### config.mk
export PLATFORM = sky130hd
export DESIGN_NAME = xml_entity_unescape
export DESIGN_NICKNAME = d
export VERILOG_FILES = /design/src/hdl/xeu_pkg.sv /design/src/hdl/xeu_dp.sv /design/src/hdl/xeu_ctrl.sv /design/src/hdl/xml_entity_unescape.sv
export SDC_FILE = /design/constraint.sdc
export NUM_CORES = 1
export LEC_CHECK = 0
export ABC_AREA = 1
export BUFFER_PORTS_ARGS = -buffer_cell sky130_fd_sc_hd__buf_2
export CAP_MARGIN = 20
export CORE_MARGIN = 2
export CORE_UTILIZATION = 60
export DETAILED_ROUTE_END_ITERATION = 10
export PLACE_DENSITY = 0.84
export SYNTH_ARGS = -nofsm -noshare
export SYNTH_HDL_FRONTEND = slang
export SYNTH_SLANG_ARGS = --single-unit
export TNS_END_PERCENT = 100
### constraint.sdc
create_clock -name clk -period 9.7 [get_ports clk]
set_clock_uncertainty 0.15 [all_clocks]
set_input_delay 1.94 -clock clk [delete_from_list [all_inputs] [get_ports clk]]
set_output_delay 1.94 -clock clk [all_outputs]
set_load 0.05 [all_outputs]
### src/hdl/xeu_pkg.sv
// Package for the XML entity unescaper: character codes, numeric limits,
// output source selects and the command/status structs between controller and datapath.
// No dependencies.
`timescale 1ns / 1ps

package xeu_pkg;

	localparam int ENTITY_WINDOW_DEF = 10;

	// Width of the running numeric reference value; large enough for the code point limit.
	localparam int NUM_W = 21;
	localparam logic [NUM_W-1:0] NUM_LIMIT = 21'h10FFFF;
	localparam logic [NUM_W-1:0] ASCII_LIMIT = 21'h000080;

	localparam logic [7:0] CH_AMP   = 8'h26;
	localparam logic [7:0] CH_SEMI  = 8'h3B;
	localparam logic [7:0] CH_HASH  = 8'h23;
	localparam logic [7:0] CH_LT    = 8'h3C;
	localparam logic [7:0] CH_GT    = 8'h3E;
	localparam logic [7:0] CH_QUOT  = 8'h22;
	localparam logic [7:0] CH_APOS  = 8'h27;
	localparam logic [7:0] CH_LX    = 8'h78;
	localparam logic [7:0] CH_UX    = 8'h58;
	localparam logic [7:0] CH_0     = 8'h30;
	localparam logic [7:0] CH_9     = 8'h39;
	localparam logic [7:0] CH_LA    = 8'h61;
	localparam logic [7:0] CH_LF    = 8'h66;
	localparam logic [7:0] CH_UA    = 8'h41;
	localparam logic [7:0] CH_UF    = 8'h46;
	localparam logic [7:0] CH_LG    = 8'h67;
	localparam logic [7:0] CH_LL    = 8'h6C;
	localparam logic [7:0] CH_LM    = 8'h6D;
	localparam logic [7:0] CH_LO    = 8'h6F;
	localparam logic [7:0] CH_LP    = 8'h70;
	localparam logic [7:0] CH_LQ    = 8'h71;
	localparam logic [7:0] CH_LS    = 8'h73;
	localparam logic [7:0] CH_LT_T  = 8'h74;
	localparam logic [7:0] CH_LU    = 8'h75;

	// Source of the byte loaded into the output register.
	typedef logic [2:0] emit_sel_t;
	localparam emit_sel_t EMIT_IN   = 3'd0;
	localparam emit_sel_t EMIT_AMP  = 3'd1;
	localparam emit_sel_t EMIT_SEMI = 3'd2;
	localparam emit_sel_t EMIT_HEAD = 3'd3;
	localparam emit_sel_t EMIT_DEC  = 3'd4;

	typedef struct packed {
		logic      load_in;
		logic      append;
		logic      pop;
		logic      clr_count;
		logic      set_open;
		logic      clr_open;
		logic      dec_start;
		logic      dec_step;
		logic      emit;
		emit_sel_t emit_sel;
		logic      emit_last;
	} dp_cmd_t;

	typedef struct packed {
		logic c_amp;
		logic c_semi;
		logic last;
		logic open;
		logic count_zero;
		logic count_one;
		logic count_full;
		logic head_amp;
		logic k_end;
		logic decode_ok;
		logic slot_free;
	} dp_status_t;

	// Returns {valid, value} for one digit of a numeric reference.
	function automatic logic [4:0] digit_value(input logic [7:0] ch, input logic hex);
		logic [4:0] r;
		r = 5'd0;
		if (ch >= CH_0 && ch <= CH_9) begin
			r = {1'b1, 4'(ch - CH_0)};
		end else if (hex && ch >= CH_LA && ch <= CH_LF) begin
			r = {1'b1, 4'(ch - CH_LA + 8'd10)};
		end else if (hex && ch >= CH_UA && ch <= CH_UF) begin
			r = {1'b1, 4'(ch - CH_UA + 8'd10)};
		end
		return r;
	endfunction

endpackage

### src/hdl/xeu_dp.sv
// Datapath of the XML entity unescaper: input register, held entity shift buffer,
// numeric reference scanner, name matcher and output register.
// Depends on xeu_pkg.
`timescale 1ns / 1ps

module xeu_dp #(
	parameter int ENTITY_WINDOW = xeu_pkg::ENTITY_WINDOW_DEF
) (
	input  logic                clk,
	input  logic                arst_n,
	input  logic [7:0]          in_byte,
	input  logic                in_last,
	output logic [7:0]          out_byte,
	output logic                out_last,
	output logic                out_valid,
	input  logic                out_ready,
	input  xeu_pkg::dp_cmd_t    cmd,
	output xeu_pkg::dp_status_t st
);

	localparam int CNT_W = $clog2(ENTITY_WINDOW + 1);
	localparam int IDX_W = $clog2(ENTITY_WINDOW);
	localparam int CAP   = ENTITY_WINDOW - 1;
	localparam int PRD_W = xeu_pkg::NUM_W + 4;

	logic [7:0]               c_q;
	logic                     last_q;
	logic [7:0]               held_q [ENTITY_WINDOW];
	logic [CNT_W-1:0]         count_q;
	logic                     open_q;
	logic [IDX_W-1:0]         k_q;
	logic [xeu_pkg::NUM_W-1:0] val_q;
	logic                     hex_q;
	logic                     bad_q;
	logic [7:0]               out_byte_q;
	logic                     out_last_q;
	logic                     out_valid_q;

	logic [7:0]       scan_ch;
	logic [4:0]       dig;
	logic [PRD_W-1:0] prod;
	logic [PRD_W-1:0] val_next;
	logic             named_hit;
	logic [7:0]       named_char;
	logic [7:0]       dec_byte;
	logic [7:0]       emit_byte;
	logic             num_ok;

	// Numeric scanner: one held character per step.
	assign scan_ch  = held_q[k_q];
	assign dig      = xeu_pkg::digit_value(scan_ch, hex_q);
	assign prod     = hex_q ? {val_q, 4'b0000}
	                        : PRD_W'({val_q, 3'b000}) + PRD_W'({val_q, 1'b0});
	assign val_next = prod + PRD_W'(dig[3:0]);

	// The five named entities, matched on fixed places of the buffer.
	always_comb begin
		named_hit  = 1'b0;
		named_char = xeu_pkg::CH_AMP;
		if (count_q == CNT_W'(3) && held_q[0] == xeu_pkg::CH_LA
				&& held_q[1] == xeu_pkg::CH_LM && held_q[2] == xeu_pkg::CH_LP) begin
			named_hit  = 1'b1;
			named_char = xeu_pkg::CH_AMP;
		end else if (count_q == CNT_W'(2) && held_q[0] == xeu_pkg::CH_LL
				&& held_q[1] == xeu_pkg::CH_LT_T) begin
			named_hit  = 1'b1;
			named_char = xeu_pkg::CH_LT;
		end else if (count_q == CNT_W'(2) && held_q[0] == xeu_pkg::CH_LG
				&& held_q[1] == xeu_pkg::CH_LT_T) begin
			named_hit  = 1'b1;
			named_char = xeu_pkg::CH_GT;
		end else if (count_q == CNT_W'(4) && held_q[0] == xeu_pkg::CH_LQ
				&& held_q[1] == xeu_pkg::CH_LU && held_q[2] == xeu_pkg::CH_LO
				&& held_q[3] == xeu_pkg::CH_LT_T) begin
			named_hit  = 1'b1;
			named_char = xeu_pkg::CH_QUOT;
		end else if (count_q == CNT_W'(4) && held_q[0] == xeu_pkg::CH_LA
				&& held_q[1] == xeu_pkg::CH_LP && held_q[2] == xeu_pkg::CH_LO
				&& held_q[3] == xeu_pkg::CH_LS) begin
			named_hit  = 1'b1;
			named_char = xeu_pkg::CH_APOS;
		end
	end

	assign num_ok   = !bad_q && count_q != '0 && val_q != '0 && val_q < xeu_pkg::ASCII_LIMIT;
	assign dec_byte = named_hit ? named_char : val_q[7:0];

	always_comb begin
		case (cmd.emit_sel)
			xeu_pkg::EMIT_IN:   emit_byte = c_q;
			xeu_pkg::EMIT_AMP:  emit_byte = xeu_pkg::CH_AMP;
			xeu_pkg::EMIT_SEMI: emit_byte = xeu_pkg::CH_SEMI;
			xeu_pkg::EMIT_HEAD: emit_byte = held_q[0];
			xeu_pkg::EMIT_DEC:  emit_byte = dec_byte;
			default:            emit_byte = c_q;
		endcase
	end

	// Input register.
	always_ff @(posedge clk) begin
		if (cmd.load_in) begin
			c_q    <= in_byte;
			last_q <= in_last;
		end
	end

	// Held buffer: written at the fill position, shifted towards the head on a pop.
	for (genvar i = 0; i < ENTITY_WINDOW; i++) begin : g_held
		always_ff @(posedge clk) begin
			if (cmd.append && count_q[IDX_W-1:0] == IDX_W'(i)) begin
				held_q[i] <= c_q;
			end else if (cmd.pop) begin
				if (i < ENTITY_WINDOW - 1) begin
					held_q[i] <= held_q[(i + 1) % ENTITY_WINDOW];
				end
			end
		end
	end

	always_ff @(posedge clk or negedge arst_n) begin
		if (!arst_n) begin
			count_q <= '0;
			open_q  <= 1'b0;
		end else begin
			if (cmd.clr_count) begin
				count_q <= '0;
			end else if (cmd.append) begin
				count_q <= count_q + CNT_W'(1);
			end else if (cmd.pop) begin
				count_q <= count_q - CNT_W'(1);
			end
			if (cmd.set_open) begin
				open_q <= 1'b1;
			end else if (cmd.clr_open) begin
				open_q <= 1'b0;
			end
		end
	end

	// Numeric reference scan state.
	always_ff @(posedge clk) begin
		if (cmd.dec_start) begin
			k_q   <= '0;
			val_q <= '0;
			hex_q <= 1'b0;
			bad_q <= 1'b0;
		end else if (cmd.dec_step) begin
			k_q <= k_q + IDX_W'(1);
			if (k_q == '0) begin
				if (scan_ch != xeu_pkg::CH_HASH) begin
					bad_q <= 1'b1;
				end
			end else if (k_q == IDX_W'(1)
					&& (scan_ch == xeu_pkg::CH_LX || scan_ch == xeu_pkg::CH_UX)) begin
				hex_q <= 1'b1;
			end else if (!dig[4]) begin
				bad_q <= 1'b1;
			end else if (val_next > PRD_W'(xeu_pkg::NUM_LIMIT)) begin
				bad_q <= 1'b1;
			end else begin
				val_q <= val_next[xeu_pkg::NUM_W-1:0];
			end
		end
	end

	// Output register.
	always_ff @(posedge clk) begin
		if (cmd.emit) begin
			out_byte_q <= emit_byte;
			out_last_q <= cmd.emit_last;
		end
	end

	always_ff @(posedge clk or negedge arst_n) begin
		if (!arst_n) begin
			out_valid_q <= 1'b0;
		end else if (cmd.emit) begin
			out_valid_q <= 1'b1;
		end else if (out_ready) begin
			out_valid_q <= 1'b0;
		end
	end

	assign out_byte  = out_byte_q;
	assign out_last  = out_last_q;
	assign out_valid = out_valid_q;

	assign st.c_amp      = c_q == xeu_pkg::CH_AMP;
	assign st.c_semi     = c_q == xeu_pkg::CH_SEMI;
	assign st.last       = last_q;
	assign st.open       = open_q;
	assign st.count_zero = count_q == '0;
	assign st.count_one  = count_q == CNT_W'(1);
	assign st.count_full = count_q == CNT_W'(CAP);
	assign st.head_amp   = held_q[0] == xeu_pkg::CH_AMP;
	assign st.k_end      = CNT_W'(k_q) + CNT_W'(1) == count_q;
	assign st.decode_ok  = named_hit || num_ok;
	assign st.slot_free  = !out_valid_q || out_ready;

endmodule

### src/hdl/xeu_ctrl.sv
// Controller of the XML entity unescaper: state machine that sequences input,
// entity decoding, literal emission, overrun rescans and end-of-text flushes.
// Depends on xeu_pkg.
`timescale 1ns / 1ps

module xeu_ctrl (
	input  logic                clk,
	input  logic                arst_n,
	input  logic                in_valid,
	output logic                in_ready,
	input  xeu_pkg::dp_status_t st,
	output xeu_pkg::dp_cmd_t    cmd
);

	localparam logic [2:0] S_IDLE      = 3'd0;
	localparam logic [2:0] S_FEED      = 3'd1;
	localparam logic [2:0] S_RESCAN    = 3'd2;
	localparam logic [2:0] S_DEC       = 3'd3;
	localparam logic [2:0] S_DECIDE    = 3'd4;
	localparam logic [2:0] S_FLUSH_AMP = 3'd5;
	localparam logic [2:0] S_FLUSH_POP = 3'd6;
	localparam logic [2:0] S_SEMI      = 3'd7;

	logic [2:0] state_q, state_d;
	// Set when the literal run ends with a semicolon rather than closing the text.
	logic       semi_q, semi_d;

	assign in_ready = state_q == S_IDLE;

	always_comb begin
		cmd     = '0;
		state_d = state_q;
		semi_d  = semi_q;
		case (state_q)
			S_IDLE: begin
				if (in_valid) begin
					cmd.load_in = 1'b1;
					state_d     = S_FEED;
				end
			end
			S_FEED: begin
				if (!st.open) begin
					if (st.c_amp) begin
						cmd.set_open  = 1'b1;
						cmd.clr_count = 1'b1;
						semi_d        = 1'b0;
						state_d       = st.last ? S_FLUSH_AMP : S_IDLE;
					end else if (st.slot_free) begin
						cmd.emit      = 1'b1;
						cmd.emit_sel  = xeu_pkg::EMIT_IN;
						cmd.emit_last = st.last;
						state_d       = S_IDLE;
					end
				end else if (st.c_semi) begin
					cmd.dec_start = 1'b1;
					state_d       = st.count_zero ? S_DECIDE : S_DEC;
				end else if (!st.count_full) begin
					cmd.append = 1'b1;
					semi_d     = 1'b0;
					state_d    = st.last ? S_FLUSH_AMP : S_IDLE;
				end else if (st.slot_free) begin
					cmd.append   = 1'b1;
					cmd.emit     = 1'b1;
					cmd.emit_sel = xeu_pkg::EMIT_AMP;
					cmd.clr_open = 1'b1;
					state_d      = S_RESCAN;
				end
			end
			S_RESCAN: begin
				if (st.head_amp) begin
					cmd.pop      = 1'b1;
					cmd.set_open = 1'b1;
					semi_d       = 1'b0;
					state_d      = st.last ? S_FLUSH_AMP : S_IDLE;
				end else if (st.slot_free) begin
					cmd.emit      = 1'b1;
					cmd.emit_sel  = xeu_pkg::EMIT_HEAD;
					cmd.emit_last = st.last && st.count_one;
					cmd.pop       = 1'b1;
					if (st.count_one) begin
						state_d = S_IDLE;
					end
				end
			end
			S_DEC: begin
				cmd.dec_step = 1'b1;
				if (st.k_end) begin
					state_d = S_DECIDE;
				end
			end
			S_DECIDE: begin
				if (!st.decode_ok) begin
					semi_d  = 1'b1;
					state_d = S_FLUSH_AMP;
				end else if (st.slot_free) begin
					cmd.emit      = 1'b1;
					cmd.emit_sel  = xeu_pkg::EMIT_DEC;
					cmd.emit_last = st.last;
					cmd.clr_open  = 1'b1;
					cmd.clr_count = 1'b1;
					state_d       = S_IDLE;
				end
			end
			S_FLUSH_AMP: begin
				if (st.slot_free) begin
					cmd.emit      = 1'b1;
					cmd.emit_sel  = xeu_pkg::EMIT_AMP;
					cmd.emit_last = !semi_q && st.last && st.count_zero;
					if (!st.count_zero) begin
						state_d = S_FLUSH_POP;
					end else if (semi_q) begin
						state_d = S_SEMI;
					end else begin
						cmd.clr_open = 1'b1;
						state_d      = S_IDLE;
					end
				end
			end
			S_FLUSH_POP: begin
				if (st.slot_free) begin
					cmd.emit      = 1'b1;
					cmd.emit_sel  = xeu_pkg::EMIT_HEAD;
					cmd.emit_last = !semi_q && st.last && st.count_one;
					cmd.pop       = 1'b1;
					if (st.count_one) begin
						if (semi_q) begin
							state_d = S_SEMI;
						end else begin
							cmd.clr_open = 1'b1;
							state_d      = S_IDLE;
						end
					end
				end
			end
			S_SEMI: begin
				if (st.slot_free) begin
					cmd.emit      = 1'b1;
					cmd.emit_sel  = xeu_pkg::EMIT_SEMI;
					cmd.emit_last = st.last;
					cmd.clr_open  = 1'b1;
					cmd.clr_count = 1'b1;
					state_d       = S_IDLE;
				end
			end
			default: begin
				state_d = S_IDLE;
			end
		endcase
	end

	always_ff @(posedge clk or negedge arst_n) begin
		if (!arst_n) begin
			state_q <= S_IDLE;
			semi_q  <= 1'b0;
		end else begin
			state_q <= state_d;
			semi_q  <= semi_d;
		end
	end

endmodule

### src/hdl/xml_entity_unescape.sv
// Channel   | Direction | Handshake            | Payload
// ----------+-----------+----------------------+----------------------------
// input     | in        | in_valid / in_ready  | in_byte[7:0], in_last
// output    | out       | out_valid / out_ready| out_byte[7:0], out_last
//
// A plain byte, or one that only opens or extends an entity, is first accepted and then
// acted on by the controller in its own step. For a closing semicolon the scanner reads
// the held bytes, one held character a cycle, before a decision step in which a decoded
// entity leaves. Each literal byte after that (failed entity, end-of-text flush, overrun
// rescan) takes one more step, and a rescan that reopens an entity on an ampersand takes
// a step with no output.
// Reset clears the controller and the entity state at once; there is no clearing pass.
// While out_ready is low with a byte waiting, the controller holds each emitting step.
// Depends on xeu_pkg, xeu_ctrl and xeu_dp.
`timescale 1ns / 1ps

module xml_entity_unescape #(
	parameter int ENTITY_WINDOW = xeu_pkg::ENTITY_WINDOW_DEF
) (
	input  logic       clk,
	input  logic       arst_n,
	input  logic [7:0] in_byte,
	input  logic       in_last,
	input  logic       in_valid,
	output logic       in_ready,
	output logic [7:0] out_byte,
	output logic       out_last,
	output logic       out_valid,
	input  logic       out_ready
);

	// The controller only issues commands and reads flags; all bytes, the held
	// entity buffer, its fill count and the numeric value live in the datapath.
	xeu_pkg::dp_cmd_t    cmd;
	xeu_pkg::dp_status_t st;

	xeu_ctrl u_ctrl (
		.clk      (clk),
		.arst_n   (arst_n),
		.in_valid (in_valid),
		.in_ready (in_ready),
		.st       (st),
		.cmd      (cmd)
	);

	// The datapath holds up to ENTITY_WINDOW-1 bytes after an ampersand, and one
	// more briefly when a window overrun sends them back through the rescan.
	xeu_dp #(
		.ENTITY_WINDOW (ENTITY_WINDOW)
	) u_dp (
		.clk       (clk),
		.arst_n    (arst_n),
		.in_byte   (in_byte),
		.in_last   (in_last),
		.out_byte  (out_byte),
		.out_last  (out_last),
		.out_valid (out_valid),
		.out_ready (out_ready),
		.cmd       (cmd),
		.st        (st)
	);

	// A byte is only loaded into the output register when it is free or being taken.
	a_emit_slot: assert property (@(posedge clk) disable iff (!arst_n)
		cmd.emit |-> st.slot_free)
		else $error("output byte loaded while previous byte still waiting");

	// With no entity pending, the held buffer must have been drained.
	a_idle_empty: assert property (@(posedge clk) disable iff (!arst_n)
		(in_ready && !st.open) |-> st.count_zero)
		else $error("held bytes left over with no entity pending");

	// The buffer is never written and shifted in the same cycle.
	a_no_push_pop: assert property (@(posedge clk) disable iff (!arst_n)
		!(cmd.append && cmd.pop))
		else $error("held buffer appended and popped together");

	// Accepting a request always moves the controller into its processing step.
	a_accept_feed: assert property (@(posedge clk) disable iff (!arst_n)
		(in_valid && in_ready) |=> !in_ready)
		else $error("controller ready again straight after accepting a request");

endmodule
Yosys cells after proc, flatten, opt, wreduce, memory -nomap -nowiden
Memories as Yosys holds them, arrays and structs flattened. A register that Yosys moved wholly into a read port is not among the register bits.
Index checks and enable logic that the tools add are counted.
{ "word_totals": {"word_cells": 309, "memories": 1, "in_bits": 13, "mem_bits_rw": 80, "ff_bits": 55} }
{ "memory_table": {"columns": ["name", "depth", "width", "read_ports", "rd_clocked_by_memory_dff", "write_ports", "line", "source"], "rows": [
  ["u_dp.held_q", 10, 8, 11, 1, 9, "xeu_dp.sv:28", "logic [7:0] held_q [ENTITY_WINDOW];"]
]} }
{ "classes": {"addsub": 10, "muxes": 150, "bitwise": 12, "n_reduce_logical": 59, "eq_ne": 56, "n_lt_le_gt_ge": 8} }
{ "ops": {"columns": ["op", "count"], "rows": [
  ["8-bit 2-to-1 mux", 15],
  ["8-bit by 7-bit == test with 1-bit output, second input constant", 14],
  ["1-bit 2-to-1 mux", 82],
  ["5-bit 2-to-1 mux", 12],
  ["3-bit 2-to-1 mux", 19],
  ["4-bit 2-to-1 mux", 10],
  ["1-bit logical AND", 38],
  ["8-bit case mux with 4 select lines", 1],
  ["5-bit case mux with 6 select lines", 1],
  ["24-bit by 22-bit adder with 25-bit output", 1],
  ["25-bit by 4-bit adder with 25-bit output", 1],
  ["25-bit by 21-bit greater-than comparator with 1-bit output, second input constant", 1],
  ["25-bit 2-to-1 mux", 1],
  ["8-bit by 6-bit == test with 1-bit output, second input constant", 3],
  ["3-bit case mux with 8 select lines", 1],
  ["21-bit by 8-bit less-than comparator with 1-bit output, second input constant", 1],
  ["21-bit nonzero test", 1],
  ["4-bit by 3-bit == test with 1-bit output, second input constant", 4],
  ["8-bit by 7-bit >= comparator with 1-bit output, second input constant", 2],
  ["8-bit by 7-bit <= comparator with 1-bit output, second input constant", 2],
  ["4-bit by 1-bit subtractor with 4-bit output, second input constant", 4],
  ["3-bit == test, second input constant", 5],
  ["2-bit inequality test, second input constant", 7],
  ["3-bit by 2-bit == test with 1-bit output, second input constant", 4],
  ["33 further kinds", 65]
]} }

Longest topological paths before layout
An unclocked memory read counts as a cell.
{ "logic_depth": {"ltp_word": 16, "ltp_mapped": 38, "depth_no_buf": 36} }

By module
A second synthesis with hierarchy kept.
{ "hier_totals": {"cells_unflattened": 1458, "hier_area_um2": 10095.9} }
{ "by_module_without_submodules": {"columns": ["module", "area_per_inst_um2", "seq_area_each_um2", "n_inst", "cells_per_inst"], "rows": [
  ["xeu_dp", 9255.1, 3713.6, 1, 1296],
  ["xeu_ctrl", 840.8, 100.1, 1, 162]
]} }

Least setup slack after synthesis
No wires, ideal clock.
{ "synth_path": {"kind": "register to register", "from": "register (tool-made name)", "to": "register u_dp.val_q[10] (netlist name)", "synth_period_minus_slack_ns": 4.363, "t_required_ns": 9.437, "path_slack_ns": 5.337, "stages_incl_launch_ff": 36, "arrival_time_ns": 4.100, "path_cell_list": "dfxtp_1 > buf_2 > buf_2 > o21ai_0 > o21ai_0 > o211ai_1 > nand2_1 > inv_1 > ha_1 > nor2_1 > o21ai_0 > nand4_1 > nand2_1 > xor2_1 > nor2_1 > ha_1 > nand2_1 > nand2_1 > nand2_1 > nor2_1 > nand3_1 > nor2_1 > nand2_1 > nor2_1 > nand3_2 > nor2_4 > nand3_1 > nand2_1 > nand2_1 > inv_2 > nand2_1 > nor2_4 > nand3_4 > buf_2 > nor2_1 > nor2_1"} }
{ "synth_rtl": {"columns": ["element", "line", "source"], "rows": [
  ["end signal, assigned", "xeu_dp.sv:161", "val_q <= val_next[xeu_pkg::NUM_W-1:0];"],
  ["end, declared", "xeu_dp.sv:32", "logic [xeu_pkg::NUM_W-1:0] val_q;"]
]} }

==> impl_metrics.py <==
metrics = {
    "status": {
        "status": "complete, no violations",
    },
    "critical_path": {
        "cp-end-kind": "flip-flop",
        "cp_num_buf_inv": 3,
        "critPathKind": "flip-flop to flip-flop",
        "cp_max_fo": 48,
        "crit_family": "simple AND/OR/NAND/NOR gates",
        "slowest_delay_ns": 0.68,
        "worstSetupStartpointType": "flip-flop",
        "required_ns": 9.88,
        "cp.arrival_ns": 6.27,
        "critPathSlowestCell": "dfxtp_2",
        "crit_top_cell": "nand2_1",
    },
    "die": {
        "core_um2": 16000,
        "boundaryPins": 24,
        "die_h_um": 132,
        "die_w_um": 132,
        "start_util_pct": 61.7,
        "num_rows": 46,
        "dieArea_um2": 17500,
    },
    "synth": {
        "synth_area_per_cell_um2": 7.01,
        "synth_seq_cells": 139,
        "ys.flop_type": "edfxtp_1",
        "yosysUniqueCellTypes": 50,
        "yosys_warnings": 0,
        "synth_edf_count": 98,
        "syn_area_um2": 9870,
        "synthArstFlopShare_pct": 7.19,
        "seq_area_frac_synth_pct": 38.6,
        "synth_nets": 1457,
        "syn-instance-count": 1409,
    },
    "route": {
        "viasPerCell": 5.87,
        "initialDrtViolationCount": 1272,
        "antenna_left": 0,
        "wirelength_mm": 27.0,
        "vias": 9680,
        "avgRoutedWirePerCell_um": 16.4,
        "dr.pass1.iters": 6,
        "post-route-drc-count": 0,
    },
    "final_layout": {
        "layout_common_cells": "nand2_1, inv_1, nor2_1, o21ai_0, edfxtp_1",
        "final_common_cell": "nand2_1",
        "fin_area_um2": 10700,
        "drive_gt1_share_pct": 7.19,
        "fillers": 1358,
        "syn_to_final_growth_pct": 8.78,
        "num_antenna_cells": 0,
        "nets": 1468,
    },
    "clocking": {
        "cts-root-buf": "clkbuf_16",
        "cts_sinks": 139,
        "cts_setup_buffers": 0,
        "cts_buffer_depth": 2,
        "cts_tree": "built",
        "postCtsResizedCells": 0,
        "htreeDepth": 4,
        "cts_buffers": 17,
        "clock_latency_ns": 0.44,
        "clk_pin_slew_ns": 0.06,
        "hold_buffers": 0,
    },
    "sta": {
        "hold_viol": 0,
        "max_freq_mhz": 164,
        "finalSetupTns_ns": 0,
        "timing.hold.ws_ns": 0.352,
        "drv_slew": 0,
        "slew_headroom_pct": 28.1,
        "timing.final.crit_share_pct": 62.8,
        "setup_viol": 0,
        "grt_setup_unrepaired": "no",
        "worst_pin_slew_ns": 1.08,
        "fin_crit_ns": 6.10,
    },
    "global_routing": {
        "grt_max_degree": 65,
        "globalRouteOverflowTotal": 0,
        "grt_pass1_vias": 8628,
        "grt_pass1_wl_mm": 43.3,
        "grt_antenna_before_repair": 0,
        "track_usage_pct": 31.2,
    },
    "pwr": {
        "finalPower_w": 0.00277,
        "seqPwrFrac_pct": 33.8,
        "pwr-share-clk_pct": 23.6,
        "p_switching_w": 0.00124,
        "power_per_cell_area_nw_per_um2": 258,
        "leakage_nw": 4.99,
        "vdd_drop_max_mv": 0.219,
        "sw_frac_of_total_pct": 44.8,
        "power_frac_comb_pct": 42.6,
        "p_int_w": 0.00153,
    },
    "place": {
        "gp_congestion": 1.05,
        "place_area_um2": 10100,
        "io_buffers": 23,
        "dp_hpwl_mm": 20.2,
    },
    "hold_path": {
        "hold_path_class": "flip-flop to flip-flop",
    },
    "job": {
        "drv_cap": 0,
    },
}
## worst paths after layout
check                                 from           endpoint  slack [ns]  cells past startpoint
worst max-delay path             flip-flop     u_dp.val_q[12]        3.60                     33
worst min-delay path            u_dp.bad_q         u_dp.bad_q        0.35                      2
worst max register to register   flip-flop     u_dp.val_q[12]        3.60                     33
worst min register to register  u_dp.bad_q         u_dp.bad_q        0.35                      2
max in group asynchronous           arst_n    u_dp.count_q[2]        8.00                      1
min in group asynchronous           arst_n  u_ctrl.state_q[0]        1.20                      1
## Yosys cell counts (3+ instances only)
library cell    n  share of area (%)
inv_2           9               0.34
clkbuf_1       15               0.57
buf_2          17               0.86
nor2_1        142                5.4
nor3_1         20                1.0
nand3_1        95                4.8
xor2_1         15                1.3
and2_1          3               0.19
dfxtp_1        31                6.3
nand3b_1        4               0.30
o211ai_1       28                2.1
o21ai_0       100                5.1
nand2_2        11               0.70
o21ai_1         4               0.20
nand4_1        39                2.5
buf_6           3               0.34
o21bai_1        3               0.23
nand2_1       389                 15
edfxtp_1       98                 30
xnor2_1         5               0.44
a21oi_1        50                2.5
o2111ai_1       5               0.44
nor2_2          8               0.51
dfrtp_1        10                2.5
ha_1           33                4.2
a31oi_1         4               0.25
nand3_2         5               0.51
inv_1         220                8.4
buf_1           5               0.19
nor4_1         12               0.76
## flip-flops by register name (all words and copies together) (netlist names), named ones only
signal,count
u_dp.hex_q,1
u_dp.val_q,21
u_ctrl.semi_q,1
u_dp.c_q,8
u_dp.out_last,1
u_dp.count_q,4
u_dp.k_q,4
u_dp.out_valid,1
u_dp.held_q,80
u_dp.out_byte,8
u_ctrl.state_q,3
u_dp.last_q,1
u_dp.open_q,1
u_dp.bad_q,1
## kinds of logic (layout without fill, tap and decap cells)
group	count (synthesis)	count (layout)	synth area share [%]
AOI/OAI and AO/OA	209	209	12.1
xor gates and xnor gates	20	20	1.77
adders and majority gates	35	35	4.59
buffers and inverters	271	295	10.7
DFF	139	139	38.6
and+or+nand+nor	735	735	32.2
## layout make-up
| class | count | area, um^2 | area share (%) |
|---|---|---|---|
| Multi-Input combinational cell | 999 | 5000 | 46.5 |
| Sequential cell | 139 | 3810 | 35.5 |
| Clock inverter | 14 | 160 | 1.49 |
| Clock buffer | 18 | 429 | 4.00 |
| Inverter | 231 | 867 | 8.07 |
| Tap cell | 216 | 270 | 2.52 |
| Timing Repair Buffer | 32 | 200 | 1.86 |
## layer usage
layer / GRT usage [%] / share of wire [%] / vias to the layer above
met5: 0 / 0 / -
met4: 10.8 / 2.4 / 0
met3: 5.00 / 11 / 63
met2: 48.5 / 45 / 553
met1: 44.4 / 42 / 4399
li1: - / - / 4665
## stage by stage
stage	util, %	instances	setup WS (ns)
after detailed placement	63.2	1614	3.80
after CTS	66.9	1646	3.73
after global routing	67.1	1649	2.89
final	67.1	1649	3.60
after global placement	63.2	1614	4.12
after floorplan	-	1409	5.34
## tightest hold or removal path: stages, from the launching register on
cell and delay [ns]:
dfxtp_1 0.34, inv_1 0.06, a21oi_1 0.05
## power groups by stage
stage / logic, W / registers, W / clock network [W]
finish: 0.00118 / 0.000936 / 0.000654
floorplan: 0.000830 / 0.000943 / 0
global placement: 0.00110 / 0.000940 / 0
global route: 0.00131 / 0.000950 / 0.000677
detailed placement: 0.00113 / 0.000943 / 0
CTS: 0.00114 / 0.000932 / 0.000654
(Power assumes the default switching activity.)
